### src/hw/rtl/primitive_assembly_vertex_dedup_assert.svh
// ---------------------------------------------------------------------------
// primitive assembly assertion macros
// shared concurrent assertion helpers for the rtl
// ---------------------------------------------------------------------------
`ifndef PRIMITIVE_ASSEMBLY_VERTEX_DEDUP_ASSERT_SVH
`define PRIMITIVE_ASSEMBLY_VERTEX_DEDUP_ASSERT_SVH

// clocked assertion, disabled in reset
`define PAVD_ASSERT(lbl, prop, msg) \
  lbl: assert property (@(posedge clk_i) disable iff (!rst_ni) (prop)) else $error(msg);

// implication to the next cycle
`define PAVD_ASSERT_NEXT(lbl, ante, cons, msg) \
  lbl: assert property (@(posedge clk_i) disable iff (!rst_ni) (ante) |=> (cons)) \
    else $error(msg);

`endif

### src/hw/rtl/pavd_pkg.sv
// ---------------------------------------------------------------------------
// pavd package
// shared types and constants of the primitive assembly block
// ---------------------------------------------------------------------------
package pavd_pkg;

  localparam int unsigned MAX_POINTS = 256;
  localparam int unsigned PIDX_W     = $clog2(MAX_POINTS);
  localparam int unsigned CNT_W      = $clog2(MAX_POINTS + 1);
  localparam int unsigned COORD_W    = 21;

  localparam logic [1:0] KIND_STRIP = 2'd0;
  localparam logic [1:0] KIND_FAN   = 2'd1;
  localparam logic [1:0] KIND_LIST  = 2'd2;
  localparam logic [1:0] KIND_NONE  = 2'd3;

  localparam logic [1:0] CORNER_0 = 2'd0;
  localparam logic [1:0] CORNER_1 = 2'd1;
  localparam logic [1:0] CORNER_2 = 2'd2;

  typedef struct packed {
    logic signed [COORD_W-1:0] x;
    logic signed [COORD_W-1:0] y;
  } vtx_t;

  typedef struct packed {
    logic clear;
    logic tri_ok;
    vtx_t v0;
    vtx_t v1;
    vtx_t v2;
  } cmd_t;

  typedef struct packed {
    logic [1:0]                corner;
    logic [7:0]                point_index;
    logic                      is_new;
    logic signed [COORD_W-1:0] point_x;
    logic signed [COORD_W-1:0] point_y;
    logic                      table_full;
    logic                      last_corner;
  } res_t;

  typedef struct packed {
    logic full;
    logic empty;
  } q_stat_t;

endpackage

### src/hw/rtl/pavd_cmd_queue.sv
// ---------------------------------------------------------------------------
// pavd command queue
// two-entry queue of triangle and clear commands
// ---------------------------------------------------------------------------
module pavd_cmd_queue (
  input  logic              clk_i,
  input  logic              rst_ni,
  input  logic              push_i,
  input  pavd_pkg::cmd_t    cmd_i,
  input  logic              pop_i,
  output pavd_pkg::cmd_t    cmd_o,
  output pavd_pkg::q_stat_t stat_o
);

  pavd_pkg::cmd_t ent_q [2];
  logic           wr_q, rd_q;
  logic [1:0]     cnt_q;
  logic           do_push, do_pop;

  assign stat_o.full  = (cnt_q == 2'd2);
  assign stat_o.empty = (cnt_q == 2'd0);
  assign do_push      = push_i & ~stat_o.full;
  assign do_pop       = pop_i & ~stat_o.empty;
  assign cmd_o        = ent_q[rd_q];

  always_ff @(posedge clk_i) begin
    if (do_push) begin
      ent_q[wr_q] <= cmd_i;
    end
  end

  always_ff @(posedge clk_i or negedge rst_ni) begin
    if (!rst_ni) begin
      wr_q  <= 1'b0;
      rd_q  <= 1'b0;
      cnt_q <= 2'd0;
    end else begin
      if (do_push) wr_q <= ~wr_q;
      if (do_pop)  rd_q <= ~rd_q;
      cnt_q <= cnt_q + {1'b0, do_push} - {1'b0, do_pop};
    end
  end

endmodule

### config.mk
export PLATFORM = sky130hd
export DESIGN_NAME = pavd_cmd_queue
export DESIGN_NICKNAME = d
export VERILOG_FILES = /design/src/hw/rtl/primitive_assembly_vertex_dedup_assert.svh /design/src/hw/rtl/pavd_pkg.sv /design/src/hw/rtl/pavd_cmd_queue.sv
export SDC_FILE = /design/constraint.sdc
export NUM_CORES = 1
export LEC_CHECK = 0
export BUFFER_PORTS_ARGS = -buffer_cell sky130_fd_sc_hd__buf_2
export CORE_UTILIZATION = 56
export CTS_CLUSTER_SIZE = 14
export DETAILED_ROUTE_END_ITERATION = 7
export GPL_TIMING_DRIVEN = 0
export PLACE_DENSITY = 0.85
export SLEW_MARGIN = 15
export SYNTH_ARGS = -nofsm -noshare
export SYNTH_HDL_FRONTEND = slang
export SYNTH_SLANG_ARGS = --single-unit
### constraint.sdc
create_clock -name clk_i -period 18.4 [get_ports clk_i]
set_clock_uncertainty 0.2 [all_clocks]
set_input_delay 0.92 -clock clk_i [delete_from_list [all_inputs] [get_ports clk_i]]
set_output_delay 0.92 -clock clk_i [all_outputs]
set_load 0.03 [all_outputs]
==> summary.md <==
| Metric | Value |
|---|---|
| Mapped Area | `0.00948 sq mm` |
| Register bit count reported by yosys | `260` |
| Data required time of the worst path | `17.28 ns` |
| # H-tree levels | `1` |
| Clk sinks | `260` |
| Slew @ Worst Pin | `0.752 ns` |
| Startpoint Class | `register` |
| Share of async-settable or async-resettable flops after synthesis | `1.54%` |
| RR Endpoint | `ent_q[0][71]` |
| Synth top cells by count | `edfxtp_1, mux2_2, buf_6` |
| Slew Viols, Final | `0` |
| DRC viols | `0` |
| DR WL/cell | `18.7 um` |
| Synth area leaders | `edfxtp_1, mux2_2, buf_6` |
| Ratio of cells with drive above 1 in the final layout | `61.0%` |
| Final RePlAce weighted congestion | `0.767` |
| Gr ovfl total | `0` |
| Die area | `0.0174 sq mm` |
| Sequential standard cell area | `0.00779 sq mm` |
| Count leader, synth | `edfxtp_1` |
| Max_slew headroom | `49.8%` |
| Antenna diodes | `0` |
| Mux contribution to synthesized area | `15.2%` |
| Reg2reg start | `cnt_q[1]` |
| Buf/Inv on CP | `3` |
| Slowest CP cell | `dfrtp_1` |
| Leakage | `4.60 nW` |
| Top cell family by delay on the critical path | `buffers and inverters` |
| Syn Area/Cell | `22.8 sq um` |
| Number of DRC markers in iteration 0 | `284` |
| Status | `finished, final reports clean` |
| Setup violators final | `0` |
| Clock period minus worst slack | `2.96 ns` |
| First-pass GRT wire length | `27300 um` |
| Hold endpoint | `cnt_q[1]` |
| Share of the synthesized area in the top cell type | `81.1%` |
| Insertion delay to the later sink of the worst-skew pair | `0.51 ns` |
| Synth Area in Compound Gates | `0%` |
| Final Hold Viols | `0` |
| Clk buf depth | `3` |
| Synth Area in XOR/XNOR | `0.370%` |
| Max Clk Rate | `0.338 GHz` |
| R2R cell count | `5` |
| RSZ-0062 raised after global routing | `no` |
| Mapped Cells | `416` |
| Nets | `846` |
| Ports | `262` |
| Setup ws final | `15.44 ns` |
| Fillers | `975` |
| Drt total wl | `17800 um` |
| Reg clk slew, reported paths | `0.06 ns` |
| Starting Density | `57.4%` |
| Peak supply drop | `0.000124 V` |
| Synth area leader | `edfxtp_1` |
| Largest net degree at the start of global routing | `58` |
| Die W | `132 um` |
| Post-synth EDFFs | `256` |
| CTS Root Buffer Type | `clkbuf_16` |
| Worst Hold Launch | `cnt_q[1]` |
| Setup TNS | `0 ns` |
| Crit path max fanout | `10` |
| Top FF cell, synth | `edfxtp_1` |
| DR vias | `4893` |
| CP Class | `reg2out` |
| Die height | `132 um` |
| Syn nets | `550` |
| Core area | `0.0165 sq mm` |
| GRT Resource Usage Total | `20.5%` |
| Slowest stage delay, CP | `0.39 ns` |
| Seq/Total Area, Yosys | `82.2%` |
| Synth Area in Simple Gates | `0.317%` |
| Worst-path cell chain | `buf_6, buf_6, mux2_2, buf_2` |
| TritonCTS clock tree | `yes` |
| PostCTS Resize Cnt | `0` |
| Largest family of logic cells by synthesized area | `multiplexers` |
| Pwr/cell area | `180 mW/mm^2` |
| Final worst-path cycle share | `16.1%` |
| CP Capture Type | `output pin` |
| Detailed placement HPWL | `11900 um` |
| Most frequent cell on the critical path | `buf_6` |
| Initial antenna violation count | `0` |
| Max Cap Viol | `0` |
| DP Worst Slack | `15.60 ns` |
| Yosys warnings | `0` |
| Pre-antenna DRT Iters | `4` |
| Type of the worst min-delay path | `reg2reg` |
| Detail Route Antenna Nets | `0` |
| Crit path DAT | `1.84 ns` |
| Multi-input gate area in the final layout | `0.00154 sq mm` |
| Clock buffer count from CTS | `26` |
| Row cnt | `47` |
| Buffers on Ports | `261` |
| Post-Synth Adder-Cell Area | `0.264%` |
| Cell variety after synth | `14` |
| Worst R2R Setup Slack | `16.04 ns` |
| Vias in the first global route | `5276` |
| Vias/cell | `5.15` |
| Syn-to-layout area delta | `28.1%` |
| Hold Path Stages | `1` |
-- cell usage in the layout (no fill, tap or decap), types with 2 or more instances in the layout --
cell type,count
xnor2_1,3
dfrtp_1,4
buf_6,13
edfxtp_1,256
inv_1,2
bufinv_16,6
buf_16,3
buf_12,3
clkbuf_16,27
clkinv_1,4
mux2_2,128
buf_2,262
clkbuf_1,8
ha_1,2
-- metal layers --
metal | vias up | wire, um | GRT usage (%)
met5 | - | 0 | 0
met1 | 2402 | 6470 | 22.7
li1 | 2253 | - | -
met4 | 0 | 480 | 7.24
met2 | 199 | 9450 | 37.8
met3 | 39 | 1400 | 5.50
-- kinds of logic (layout without fill, tap and decap cells) --
family / Yosys count / in the layout
DFF: 260 / 260
adders and majority gates: 2 / 2
xor gates and xnor gates: 4 / 4
buffers and inverters: 16 / 331
muxes: 128 / 128
and+or+nand+nor: 6 / 6
-- worst max path at each step --
stage	to	from	depth (start not counted)
finish	cmd_o[83]	rd_q	4
global route	cmd_o[87]	rd_q	4
CTS	cmd_o[83]	rd_q	4
detailed placement	ent_q[0][71]	push_i	5
global placement	ent_q[0][32]	push_i	3
floorplan	ent_q[0][0]	push_i	2
-- report_power, final --
part / leakage (nW) / switching [mW] / total, mW / internal (mW)
clock: 0.442 / 0.202 / 0.554 / 0.352
sequential: 2.42 / 0.0315 / 0.840 / 0.808
combinational: 1.73 / 0.507 / 0.791 / 0.284
-- sequential cells by signal (all words and copies together) (netlist names) --
| name | cells |
|---|---|
| ent_q | 256 |
| cnt_q | 2 |
| rd_q | 1 |
| wr_q | 1 |
-- what timing repair did --
action	4_1_cts	5_1_grt
setup buffers	0	0
hold buffers	1	0
endpoints found under the hold margin	4	0
-- final cells by class --
cell class                 instances  area share [%]
tap                              220            2.27
clock inverter                    12            1.72
inverter                           2          0.0618
clock buffer                      35            5.81
timing repair buffer             268            12.0
multi-input combinational        140            12.7
buffer                            14            1.25
sequential                       260            64.2
-- stage by stage --
stage | cells | util [%] | cell area [sq um] | hold slack (ns) | power, mW
floorplan | 416 | - | 9480 | 0.261 | 1.43
global placement | 897 | 66.9 | 11100 | 0.275 | 1.63
detailed placement | 903 | 67.9 | 11200 | 0.304 | 1.65
CTS | 951 | 73.5 | 12100 | 0.325 | 2.21
global route | 951 | 73.5 | 12100 | 0.361 | 2.27
finish | 951 | 73.5 | 12100 | 0.323 | 2.18
Power figures use the tool's default switching activity.
