`src/hw/rtl/primitive_assembly_vertex_dedup_assert.svh`:
```
// ---------------------------------------------------------------------------
// primitive assembly assertion macros
// shared concurrent assertion helpers for the rtl
// ---------------------------------------------------------------------------
`ifndef PRIMITIVE_ASSEMBLY_VERTEX_DEDUP_ASSERT_SVH
`define PRIMITIVE_ASSEMBLY_VERTEX_DEDUP_ASSERT_SVH

// clocked assertion, disabled in reset
`define PAVD_ASSERT(lbl, prop, msg) \
  lbl: assert property (@(posedge clk_i) disable iff (!rst_ni) (prop)) else $error(msg);

// implication to the next cycle
`define PAVD_ASSERT_NEXT(lbl, ante, cons, msg) \
  lbl: assert property (@(posedge clk_i) disable iff (!rst_ni) (ante) |=> (cons)) \
    else $error(msg);

`endif

```
`src/hw/rtl/pavd_pkg.sv`:
```
// ---------------------------------------------------------------------------
// pavd package
// shared types and constants of the primitive assembly block
// ---------------------------------------------------------------------------
package pavd_pkg;

  localparam int unsigned MAX_POINTS = 256;
  localparam int unsigned PIDX_W     = $clog2(MAX_POINTS);
  localparam int unsigned CNT_W      = $clog2(MAX_POINTS + 1);
  localparam int unsigned COORD_W    = 21;

  localparam logic [1:0] KIND_STRIP = 2'd0;
  localparam logic [1:0] KIND_FAN   = 2'd1;
  localparam logic [1:0] KIND_LIST  = 2'd2;
  localparam logic [1:0] KIND_NONE  = 2'd3;

  localparam logic [1:0] CORNER_0 = 2'd0;
  localparam logic [1:0] CORNER_1 = 2'd1;
  localparam logic [1:0] CORNER_2 = 2'd2;

  typedef struct packed {
    logic signed [COORD_W-1:0] x;
    logic signed [COORD_W-1:0] y;
  } vtx_t;

  typedef struct packed {
    logic clear;
    logic tri_ok;
    vtx_t v0;
    vtx_t v1;
    vtx_t v2;
  } cmd_t;

  typedef struct packed {
    logic [1:0]                corner;
    logic [7:0]                point_index;
    logic                      is_new;
    logic signed [COORD_W-1:0] point_x;
    logic signed [COORD_W-1:0] point_y;
    logic                      table_full;
    logic                      last_corner;
  } res_t;

  typedef struct packed {
    logic full;
    logic empty;
  } q_stat_t;

endpackage

```
`src/hw/rtl/pavd_front.sv`:
```
// ---------------------------------------------------------------------------
// pavd front
// vertex history, strip parity and triangle classification
// ---------------------------------------------------------------------------
module pavd_front (
  input  logic                            clk_i,
  input  logic                            rst_ni,
  input  logic                            accept_i,
  input  logic [1:0]                      kind_i,
  input  logic                            mesh_start_i,
  input  logic                            glyph_start_i,
  input  logic signed [pavd_pkg::COORD_W-1:0] vertex_x_i,
  input  logic signed [pavd_pkg::COORD_W-1:0] vertex_y_i,
  output logic                            cmd_push_o,
  output pavd_pkg::cmd_t                  cmd_o
);

  pavd_pkg::vtx_t anchor_q, anchor_d, prior_q, prior_d, older_q, older_d;
  pavd_pkg::vtx_t cur, a, b;
  logic [1:0]     phase_q, phase_d, phase_eff;
  logic           parity_q, parity_d, par;
  logic           tri_ok, degen;

  always_comb begin
    cur.x     = vertex_x_i;
    cur.y     = vertex_y_i;
    anchor_d  = anchor_q;
    prior_d   = prior_q;
    older_d   = older_q;
    phase_d   = phase_q;
    parity_d  = parity_q;
    phase_eff = mesh_start_i ? 2'd0 : phase_q;
    par       = mesh_start_i ? 1'b0 : ~parity_q;
    tri_ok    = 1'b0;
    a         = older_q;
    b         = prior_q;
    if (kind_i == pavd_pkg::KIND_NONE) begin
      if (mesh_start_i) begin
        phase_d  = 2'd0;
        parity_d = 1'b0;
      end
    end else begin
      parity_d = par;
      unique case (phase_eff)
        2'd0: begin
          anchor_d = cur;
          older_d  = cur;
          phase_d  = 2'd1;
        end
        2'd1: begin
          prior_d = cur;
          phase_d = 2'd2;
        end
        default: begin
          tri_ok  = 1'b1;
          phase_d = 2'd2;
          unique case (kind_i)
            pavd_pkg::KIND_STRIP: begin
              a       = par ? prior_q : older_q;
              b       = par ? older_q : prior_q;
              older_d = prior_q;
              prior_d = cur;
            end
            pavd_pkg::KIND_FAN: begin
              a       = anchor_q;
              older_d = prior_q;
              prior_d = cur;
            end
            default: begin
              phase_d = 2'd0;
            end
          endcase
        end
      endcase
    end
    degen = ((a.x == b.x) && (a.x == cur.x)) || ((a.y == b.y) && (a.y == cur.y));
  end

  assign cmd_o.clear  = glyph_start_i;
  assign cmd_o.tri_ok = tri_ok & ~degen;
  assign cmd_o.v0     = a;
  assign cmd_o.v1     = b;
  assign cmd_o.v2     = cur;
  assign cmd_push_o   = accept_i & (glyph_start_i | (tri_ok & ~degen));

  always_ff @(posedge clk_i or negedge rst_ni) begin
    if (!rst_ni) begin
      anchor_q <= '0;
      prior_q  <= '0;
      older_q  <= '0;
      phase_q  <= 2'd0;
      parity_q <= 1'b0;
    end else if (accept_i) begin
      anchor_q <= anchor_d;
      prior_q  <= prior_d;
      older_q  <= older_d;
      phase_q  <= phase_d;
      parity_q <= parity_d;
    end
  end

endmodule

```
`config.mk`:
```
export PLATFORM = sky130hd
export DESIGN_NAME = pavd_front
export DESIGN_NICKNAME = d
export VERILOG_FILES = /design/src/hw/rtl/primitive_assembly_vertex_dedup_assert.svh /design/src/hw/rtl/pavd_pkg.sv /design/src/hw/rtl/pavd_front.sv
export SDC_FILE = /design/constraint.sdc
export NUM_CORES = 1
export LEC_CHECK = 0
export CELL_PAD_IN_SITES_DETAIL_PLACEMENT = 2
export CELL_PAD_IN_SITES_GLOBAL_PLACEMENT = 2
export CORE_MARGIN = 3
export CORE_UTILIZATION = 42
export DETAILED_ROUTE_END_ITERATION = 8
export DONT_BUFFER_PORTS = 1
export PLACE_DENSITY = 0.82
export SKIP_LAST_GASP = 1
export SLEW_MARGIN = 20
export SYNTH_ARGS = -nofsm -noshare
export SYNTH_HDL_FRONTEND = slang
export SYNTH_SLANG_ARGS = --single-unit
```
`constraint.sdc`:
```
create_clock -name clk_i -period 6.9 [get_ports clk_i]
set_input_delay 1.38 -clock clk_i [delete_from_list [all_inputs] [get_ports clk_i]]
set_output_delay 1.38 -clock clk_i [all_outputs]
set_load 0.01 [all_outputs]
```
==> summary.txt, run 1 <==
Synth Net Count -> 989
Routed WL -> 32600 um
Met1 global-route usage -> 34.2%
Worst-path clk slew -> 0.06 ns
Largest vdd supply drop -> 0.202 mV
R2r startpoint -> phase_q[1]
R2R cell count -> 6
# IOs -> 178
Num Clock Sinks -> 129
CTS tree -> built
Crit Path Max Fanout -> 43
Resized cells post-CTS -> 0
Family with the most delay on the worst path -> simple AND/OR/NAND/NOR gates
Max incr delay on CP -> 0.53 ns
Worst slew pin tran -> 1.12 ns
Most used DFF post-synth -> dfrtp_1
PortBufs -> 0
Share of synthesized registers carrying an async set or reset -> 100%
Drt first pass iters -> 6
Crit path max-delay cell type -> buf_4
First-pass GRT wire length -> 50000 um
Initial antenna violation count -> 0
Setup-failing EPs final -> 0
Setup Buffers After CTS -> 0
Number of synthesized flops with an enable pin -> 0
GRT met3 Usage -> 9.63%
Vias per inst -> 6.51
Maxcap violations -> 0
RePlAce Congestion -> 0.815
Max clock buf depth -> 2
Final Hold Vio Count -> 0
Yosys reg bits -> 129
Reg2Reg Setup Slack -> 3.86 ns
Met2 global-route usage -> 51.0%
CP Launch Type -> input port
# H-tree levels -> 4
Vias in the first global route -> 8307
Crit path arrival time -> 4.56 ns
Final period util -> 86.1%
CP Cell Sequence -> nor3b_4 -> buf_4 -> nand2_4 -> mux2_2 -> or3_1 -> a21boi_0 -> nand4bb_1 -> nor4_2 -> o31ai_1
RSZ-0062 raised after global routing -> no
Drc violations -> 0
Count of cell types in the netlist -> 72
Slew Limit Fails -> 0
Cell Area, Synth -> 8500 sq um
Levels on crit path -> 9
Clk root buf -> clkbuf_16
Die W -> 148 um
Worst R2R End -> older_q[31]
Worst rel slew slack -> 24.3%
Rows -> 51
Area growth syn-to-layout -> 6.15%
Synthesized area per cell -> 9.05 sq um
Fmax -> 0.168 GHz
CP required -> 5.52 ns
Power density over the cells -> 363 nW/um^2
# hold bufs at CTS -> 0
Antenna-violating nets left -> 0
Grt ovf -> 0
Skew final -> 0.0133 ns
Largest net degree at the start of global routing -> 130
Final nets -> 916
Kind of critical path -> in -> out
Inserted Clock Buffers -> 17
Crit path launch -> kind_i[1]
Post-synthesis sequential area ratio -> 38.0%
Die height -> 148 um
Leakage power -> 3.88 nW
Initial DRC count -> 461
Crit end category -> output port
Tot GR Track Use -> 29.7%
Pwr Total -> 3.28 mW
Syn Inst Count -> 940
Initial Util -> 43.3%
Share of layout cells above drive strength 1 -> 15.7%
Min-delay worst type -> reg -> reg
Gr busiest metal -> met2
Core area -> 19700 sq um
Insertion delay to the later sink of the worst-skew pair -> 0.45 ns
Dpl hpwl -> 21200 um
Vias post-DR -> 7455
Minimum clock period -> 5.94 ns
Ant diodes -> 0
Wire per inst -> 28.5 um
Setup_tns -> 0 ns
Outcome -> completed
CP Buf/Inv Count -> 1
Warnings from Yosys -> 0
CP Capture Point -> cmd_push_o
Die area -> 22000 sq um
[logic make-up after synthesis]
family                    Yosys count  share of synthesized area (%)
xor gates and xnor gates           13                           1.43
buffers and inverters             130                           8.31
muxes                             132                           16.7
DFF                               129                           38.0
AOI/OAI and AO/OA                 253                           19.2
and+or+nand+nor                   283                           16.5
[how the worst min path moves through the flow]
stage / cells after the start / slack [ns] / endpoint / startpoint
2_1_floorplan: 2 / 0.44 / anchor_q[13] / anchor_q[13]
3_3_place_gp: 2 / 0.46 / anchor_q[13] / anchor_q[13]
3_5_place_dp: 2 / 0.48 / anchor_q[29] / anchor_q[29]
4_1_cts: 2 / 0.49 / anchor_q[29] / anchor_q[29]
5_1_grt: 1 / 0.51 / anchor_q[40] / anchor_q[40]
6_report: 2 / 0.49 / anchor_q[19] / anchor_q[19]
[synth_stat cells, drive strengths merged, types with 3 or more instances]
cell type | count | area [sq um]
nand2 | 140 | 533
and3 | 5 | 31.3
or4 | 6 | 45.0
xor2 | 4 | 35.0
a211oi | 5 | 37.5
o32ai | 6 | 52.6
a22oi | 7 | 52.6
a22o | 3 | 26.3
a32oi | 3 | 26.3
o21ai | 111 | 556
nor3b | 3 | 33.8
a31oi | 3 | 18.8
a2111oi | 5 | 43.8
o22a | 6 | 52.6
a21boi | 5 | 37.5
mux2 | 76 | 856
a21oi | 31 | 155
inv | 22 | 82.6
mux2i | 56 | 561
o211ai | 5 | 37.5
or3 | 13 | 81.3
and2 | 10 | 62.6
nor3 | 10 | 55.1
nand3 | 15 | 75.1
o22ai | 13 | 81.3
xnor2 | 9 | 86.3
o2bb2ai | 6 | 52.6
nor4 | 6 | 43.8
or2 | 3 | 18.8
o21a | 4 | 30.0
a211o | 4 | 35.0
o2111ai | 11 | 96.3
nand2b | 11 | 68.8
buf | 67 | 470
nor2 | 31 | 121
nand4 | 6 | 37.5
a2bb2oi | 6 | 52.6
clkbuf | 41 | 154
dfrtp | 129 | 3230
nor2b | 8 | 50.1
and4 | 5 | 43.8
[cell usage in the layout (no fill, tap or decap), types with 15 or more instances in the layout]
| cell type | n |
|---|---|
| nand2_1 | 139 |
| dfrtp_1 | 129 |
| o21ai_0 | 110 |
| mux2_2 | 76 |
| mux2i_1 | 56 |
| a21oi_1 | 31 |
| nor2_1 | 29 |
| inv_1 | 22 |
| clkbuf_16 | 17 |
| buf_4 | 15 |
[power by group]
| group | internal [mW] | switching [mW] | leakage [nW] |
|---|---|---|---|
| Sequential | 0.972 | 0.260 | 1.56 |
| Combinational | 0.420 | 0.641 | 2.03 |
| Clock | 0.613 | 0.374 | 0.292 |
[worst min-delay path, stage by stage, from the launching register on]
cell	delay, ns
dfrtp_1	0.34
nand2_1	0.05
o21ai_0	0.06
[per-stage QoR]
| step | instance area [sq um] | setup WS (ns) | utilization (%) | hold slack [ns] | cells |
|---|---|---|---|---|---|
| floorplan | 8500 | 1.86 | - | 0.441 | 940 |
| global placement | 8370 | 1.09 | 42.6 | 0.458 | 1112 |
| detailed placement | 8370 | 1.00 | 42.6 | 0.477 | 1112 |
| CTS | 9000 | 1.02 | 45.8 | 0.491 | 1144 |
| global route | 9030 | 0.810 | 45.9 | 0.508 | 1145 |
| finish | 9030 | 0.962 | 45.9 | 0.486 | 1145 |
[sequential cells by signal (all words and copies together), names as in the netlist]
name,flops
anchor_q,42
older_q,42
prior_q,42
phase_q,2
parity_q,1
[per-layer routing]
layer / routed length, um / share of wire (%)
met1: 13000 / 40
met2: 16300 / 50
met3: 2370 / 7.3
met4: 970 / 3.0
met5: 0 / 0
[layout make-up]
type	instances	area [sq um]
Fill cell	2148	10600
Multi-Input combinational cell	681	4620
Sequential cell	129	3230
Clock buffer	19	443
Tap cell	265	332
Clock inverter	13	185
Timing Repair Buffer	16	140
Inverter	22	82.6
Note: power is estimated with default switching activity, not from simulation.
==> inputs of run 2 (changes only) <==
MAX_ROUTING_LAYER = met4   (was default)
==> run 2 against run 1 <==
  * Critical path depth unchanged
  * Count of clock-buffer cells in the layout unchanged
  * Cell count unchanged
  * Critical endpoint unchanged
  * Largest power group unchanged
  * Highest routed layer unchanged
==> summary.txt, run 2 (synthesized netlist as in run 1, its figures left out) <==
Setup Buffers After CTS -> 0 (unchanged)
Psw -> 1.27 mW (was 1.28 mW)
Setup slack at placement -> 1.00 ns (unchanged)
Die W -> 148 um (unchanged)
Wire per inst -> 28.4 um (was 28.5 um)
Crit Path Max Fanout -> 43 (unchanged)
Post-route cell area -> 9030 sq um (unchanged)
Ant diodes -> 0 (unchanged)
Leakage power -> 3.88 nW (unchanged)
Register share of total power -> 37.5% (was 37.6%)
Insertion delay to the later sink of the worst-skew pair -> 0.45 ns (about the same)
Final period util -> 85.8% (was 86.1%)
Largest vdd supply drop -> 0.200 mV (was 0.202 mV)
Routed WL -> 32500 um (was 32600 um)
Vias post-DR -> 7489 (was 7455)
Top flop regs -> anchor_q: 42 flops, older_q: 42 flops, prior_q: 42 flops (unchanged)
Resized cells post-CTS -> 0 (unchanged)
RePlAce Congestion -> 0.827 (was 0.815)
CP required -> 5.52 ns (about the same)
Reg area -> 3230 sq um (unchanged)
Fillers -> 2137 (was 2148)
Gate power share -> 32.4% (was 32.3%)
Initial DRC count -> 400 (was 461)
Power density over the cells -> 363 nW/um^2 (about the same)
Vias in the first global route -> 8307 (unchanged)
Tot GR Track Use -> 30.5% (was 29.7%)
Rows -> 51 (unchanged)
Outcome -> completed (unchanged)
Clk root buf -> clkbuf_16 (unchanged)
Setup_tns -> 0 ns (unchanged)
Final nets -> 916 (unchanged)
Die area -> 22000 sq um (unchanged)
Area of the multi-input gates -> 4620 sq um (unchanged)
Minimum clock period -> 5.92 ns (was 5.94 ns)
Drc violations -> 0 (unchanged)
Final Hold Vio Count -> 0 (unchanged)
Area growth syn-to-layout -> 6.15% (unchanged)
# hold bufs at CTS -> 0 (unchanged)
Inserted Clock Buffers -> 17 (unchanged)
Setup ws final -> 0.978 ns (was 0.962 ns)
Initial antenna violation count -> 0 (unchanged)
Core area -> 19700 sq um (unchanged)
# H-tree levels -> 4 (unchanged)
Pwr Total -> 3.28 mW (about the same)
Slew Limit Fails -> 0 (unchanged)
Min-delay worst type -> reg -> reg (unchanged)
Grt ovf -> 0 (unchanged)
Crit path arrival time -> 4.54 ns (was 4.56 ns)
CTS tree -> built (unchanged)
Max clock buf depth -> 2 (unchanged)
Vias per inst -> 6.54 (was 6.51)
Worst slew pin tran -> 1.10 ns (was 1.12 ns)
Most common cell after layout, fill and taps aside -> nand2_1 (unchanged)
# IOs -> 178 (unchanged)
Initial Util -> 43.3% (unchanged)
Skew final -> 0.0153 ns (was 0.0133 ns)
Net Sw Frac -> 38.8% (was 38.9%)
Dpl hpwl -> 21200 um (unchanged)
First-pass GRT wire length -> 50000 um (unchanged)
Reg2Reg Setup Slack -> 3.90 ns (was 3.86 ns)
Die height -> 148 um (unchanged)
Clk pwr share -> 30.1% (about the same)
Drt first pass iters -> 5 (was 6)
RSZ-0062 raised after global routing -> no (unchanged)
PortBufs -> 0 (unchanged)
Most frequent cells in the layout -> nand2_1, dfrtp_1, o21ai_0, mux2_2, mux2i_1 (unchanged)
Crit end category -> output port (unchanged)
Largest net degree at the start of global routing -> 130 (unchanged)
Int Pwr -> 2.01 mW (about the same)
Worst rel slew slack -> 25.7% (was 24.3%)
Share of layout cells above drive strength 1 -> 15.7% (unchanged)
Kind of critical path -> in -> out (unchanged)
Setup-failing EPs final -> 0 (unchanged)
Worst-path clk slew -> 0.06 ns (about the same)
Maxcap violations -> 0 (unchanged)
Post-DP Area -> 8370 sq um (unchanged)
Antenna-violating nets left -> 0 (unchanged)
Num Clock Sinks -> 129 (unchanged)
CP Launch Type -> input port (unchanged)
Fmax -> 0.169 GHz (was 0.168 GHz)
## run 2: cell counts in the layout (fill, tap and decap cells not counted)
No cell type changed its count.
## run 2: routing by layer
layer,part of all wire [%],track usage [%],up-vias
met5,0,-,-
met4,3.0,12.8,0
met3,7.6,9.08,69
met2,50,50.9,276
met1,39,34.4,3913
li1,-,-,3231
## run 2: final cells by class
| class | count | area share [%] |
|---|---|---|
| flip-flops and latches | 129 | 35.8 |
| multi-input cells | 681 | 51.1 |
| repair buffers | 16 | 1.55 |
| well taps | 265 | 3.67 |
| clock inverters | 13 | 2.05 |
| inverters | 22 | 0.915 |
| clock buffers | 19 | 4.91 |
## run 2: worst paths after layout
path | depth (start not counted) | start | to
max in group asynchronous | 0 | rst_ni | anchor_q[14]
min in group asynchronous | 0 | rst_ni | older_q[10]
min reg2reg | 2 | anchor_q[19] | anchor_q[19]
max | 9 | kind_i[1] | cmd_push_o
max reg2reg | 6 | phase_q[1] | older_q[31]
min | 2 | anchor_q[19] | anchor_q[19]
## run 2: power groups by stage
stage / registers [mW] / logic, mW / clock network, mW
after floorplan: 1.13 / 0.829 / 0
after global placement: 1.19 / 0.983 / 0
after detailed placement: 1.23 / 1.04 / 0
after CTS: 1.22 / 1.06 / 1.00
after global routing: 1.26 / 1.16 / 1.03
final: 1.23 / 1.06 / 0.985
## run 2: critical path: stages
cell and delay, ns:
nor3b_4 0.18, buf_4 0.52, nand2_4 0.35, mux2_2 0.43, or3_1 0.31, a21boi_0 0.41
nand4bb_1 0.22, nor4_2 0.50, o31ai_1 0.22
## run 2: metrics by stage
| stage | utilization (%) | instances | hold slack (ns) |
|---|---|---|---|
| detailed placement | 42.6 | 1112 | 0.477 |
| global placement | 42.6 | 1112 | 0.458 |
| CTS | 45.8 | 1144 | 0.491 |
| global route | 45.9 | 1145 | 0.508 |
| floorplan | - | 940 | 0.441 |
| finish | 45.9 | 1145 | 0.486 |
==> inputs of run 3 (changes only) <==
REMOVE_ABC_BUFFERS = 1   (was default)
==> run 3 against run 2 <==
  * Worst setup slack got worse by 0.0067 ns
  * Sequential cell count stayed put
  * Power grew 0.49%
  * Critical path depth rose by 1
  * Combinational power hardly changed
  * Clock power is 1% lower
  * Count of clock-buffer cells in the layout decreased by 2
  * Critical endpoint unchanged
  * Largest power group unchanged
==> summary.txt, run 3 (synthesized netlist as in run 1, its figures left out) <==
First-pass GRT wire length -> 52300 um (was 50000 um)
CP required -> 5.52 ns (about the same)
Max clock buf depth -> 2 (unchanged)
Pwr Total -> 3.29 mW (was 3.28 mW)
Reg2Reg Setup Slack -> 3.72 ns (was 3.90 ns)
Post-layout util -> 45.9% (about the same)
Clk root buf -> clkbuf_16 (unchanged)
Slew Limit Fails -> 0 (unchanged)
Setup Buffers After CTS -> 0 (unchanged)
RePlAce Congestion -> 0.882 (was 0.827)
Vias post-DR -> 7659 (was 7489)
Grt ovf -> 0 (unchanged)
Worst rel slew slack -> 38.6% (was 25.7%)
RSZ-0062 raised after global routing -> no (unchanged)
Outcome -> completed (unchanged)
Hold path depth -> 2 (unchanged)
Vias per inst -> 6.67 (was 6.54)
Num Clock Sinks -> 129 (unchanged)
R2r startpoint -> phase_q[1] (unchanged)
Setup ws final -> 0.972 ns (was 0.978 ns)
Most common cell after layout, fill and taps aside -> nand2_1 (unchanged)
Drt first pass iters -> 5 (unchanged)
Final Hold Vio Count -> 0 (unchanged)
Rows -> 51 (unchanged)
Kind of critical path -> in -> out (unchanged)
Drc violations -> 0 (unchanged)
Fillers -> 2130 (was 2137)
Worst Hold End -> anchor_q[17] (was anchor_q[19])
Setup-failing EPs final -> 0 (unchanged)
Die area -> 22000 sq um (unchanged)
Worst R2R End -> older_q[16] (was older_q[31])
Worst-path clk slew -> 0.06 ns (about the same)
CTS tree -> built (unchanged)
Inserted Clock Buffers -> 17 (unchanged)
Share of layout cells above drive strength 1 -> 16.2% (was 15.7%)
Largest net degree at the start of global routing -> 130 (unchanged)
Setup_tns -> 0 ns (unchanged)
Final period util -> 85.9% (was 85.8%)
Minimum clock period -> 5.93 ns (was 5.92 ns)
Routed WL -> 33600 um (was 32500 um)
Crit end category -> output port (unchanged)
R2R cell count -> 7 (was 6)
Most frequent cells in the layout -> nand2_1, dfrtp_1, o21ai_0, mux2_2, mux2i_1 (unchanged)
Crit Path Max Fanout -> 23 (was 43)
Skew final -> 0.00506 ns (was 0.0153 ns)
Leakage power -> 3.90 nW (was 3.88 nW)
Min-delay worst type -> reg -> reg (unchanged)
Worst slew pin tran -> 0.922 ns (was 1.10 ns)
Die W -> 148 um (unchanged)
Largest vdd supply drop -> 0.166 mV (was 0.200 mV)
Crit path arrival time -> 4.55 ns (was 4.54 ns)
Hold path startpoint -> anchor_q[17] (was anchor_q[19])
Resized cells post-CTS -> 0 (unchanged)
Tot GR Track Use -> 31.7% (was 30.5%)
Top flop regs -> anchor_q: 42 flops, older_q: 42 flops, prior_q: 42 flops (unchanged)
CP Launch Type -> input port (unchanged)
Setup slack at placement -> 1.09 ns (was 1.00 ns)
Ant diodes -> 0 (unchanged)
Vias in the first global route -> 8596 (was 8307)
Initial Util -> 43.3% (unchanged)
Antenna-violating nets left -> 0 (unchanged)
# H-tree levels -> 4 (unchanged)
# hold bufs at CTS -> 0 (unchanged)
Insertion delay to the later sink of the worst-skew pair -> 0.43 ns (was 0.45 ns)
Fmax -> 0.169 GHz (about the same)
Initial antenna violation count -> 0 (unchanged)
# IOs -> 178 (unchanged)
Power density over the cells -> 365 nW/um^2 (was 363 nW/um^2)
PortBufs -> 0 (unchanged)
Area growth syn-to-layout -> 6.06% (was 6.15%)
Core area -> 19700 sq um (unchanged)
Dpl hpwl -> 21300 um (was 21200 um)
Maxcap violations -> 0 (unchanged)
Wire per inst -> 29.2 um (was 28.4 um)
Die height -> 148 um (unchanged)
Initial DRC count -> 523 (was 400)
Final nets -> 920 (was 916)
run 3: layer usage:
layer / share of wire [%] / GRT usage, % / up-vias
met1: 39 / 36.2 / 4034
met5: 0 / - / -
met3: 7.5 / 8.81 / 103
li1: - / - / 3239
met4: 4.8 / 16.4 / 0
met2: 49 / 51.0 / 283
run 3: stage by stage:
| stage | cell area, sq um | instances | hold WS, ns |
|---|---|---|---|
| finish | 9020 | 1149 | 0.496 |
| global route | 9020 | 1149 | 0.507 |
| CTS | 9020 | 1149 | 0.495 |
| detailed placement | 8400 | 1117 | 0.470 |
| global placement | 8400 | 1117 | 0.453 |
| floorplan | 7880 | 832 | 0.441 |
run 3: power breakdown:
group	switching, mW	total, mW	internal [mW]	leakage (nW)
combinational	0.666	1.08	0.417	2.04
sequential	0.265	1.24	0.972	1.56
clock	0.371	0.972	0.601	0.294
run 3: area by class of cell:
class	count	area, sq um	share of cell area (%)
sequential	129	3230	35.8
clock inverter	15	193	2.14
tap	265	332	3.68
multi-input combinational	681	4610	51.1
clock buffer	17	425	4.72
timing repair buffer	20	150	1.66
inverter	22	82.6	0.916
run 3: worst max-delay path by stage:
stage                  from  cells after the start  slack [ns]          to
4_1_cts           kind_i[1]                     10        0.99  cmd_push_o
5_1_grt           kind_i[1]                     10        0.85  cmd_push_o
3_5_place_dp      kind_i[1]                      9        1.09  cmd_push_o
6_report          kind_i[1]                     10        0.97  cmd_push_o
2_1_floorplan  mesh_start_i                      4       -2.00  older_q[0]
3_3_place_gp      kind_i[1]                      9        1.22  cmd_push_o
run 3: critical path, cell delays in order:
cell	delay, ns
nor3b_4	0.38
buf_4	0.36
nand2_1	0.38
buf_4	0.31
a221o_1	0.39
nor3_1	0.25
a31oi_1	0.07
or4_1	0.49
nor4_2	0.32
o31ai_1	0.19
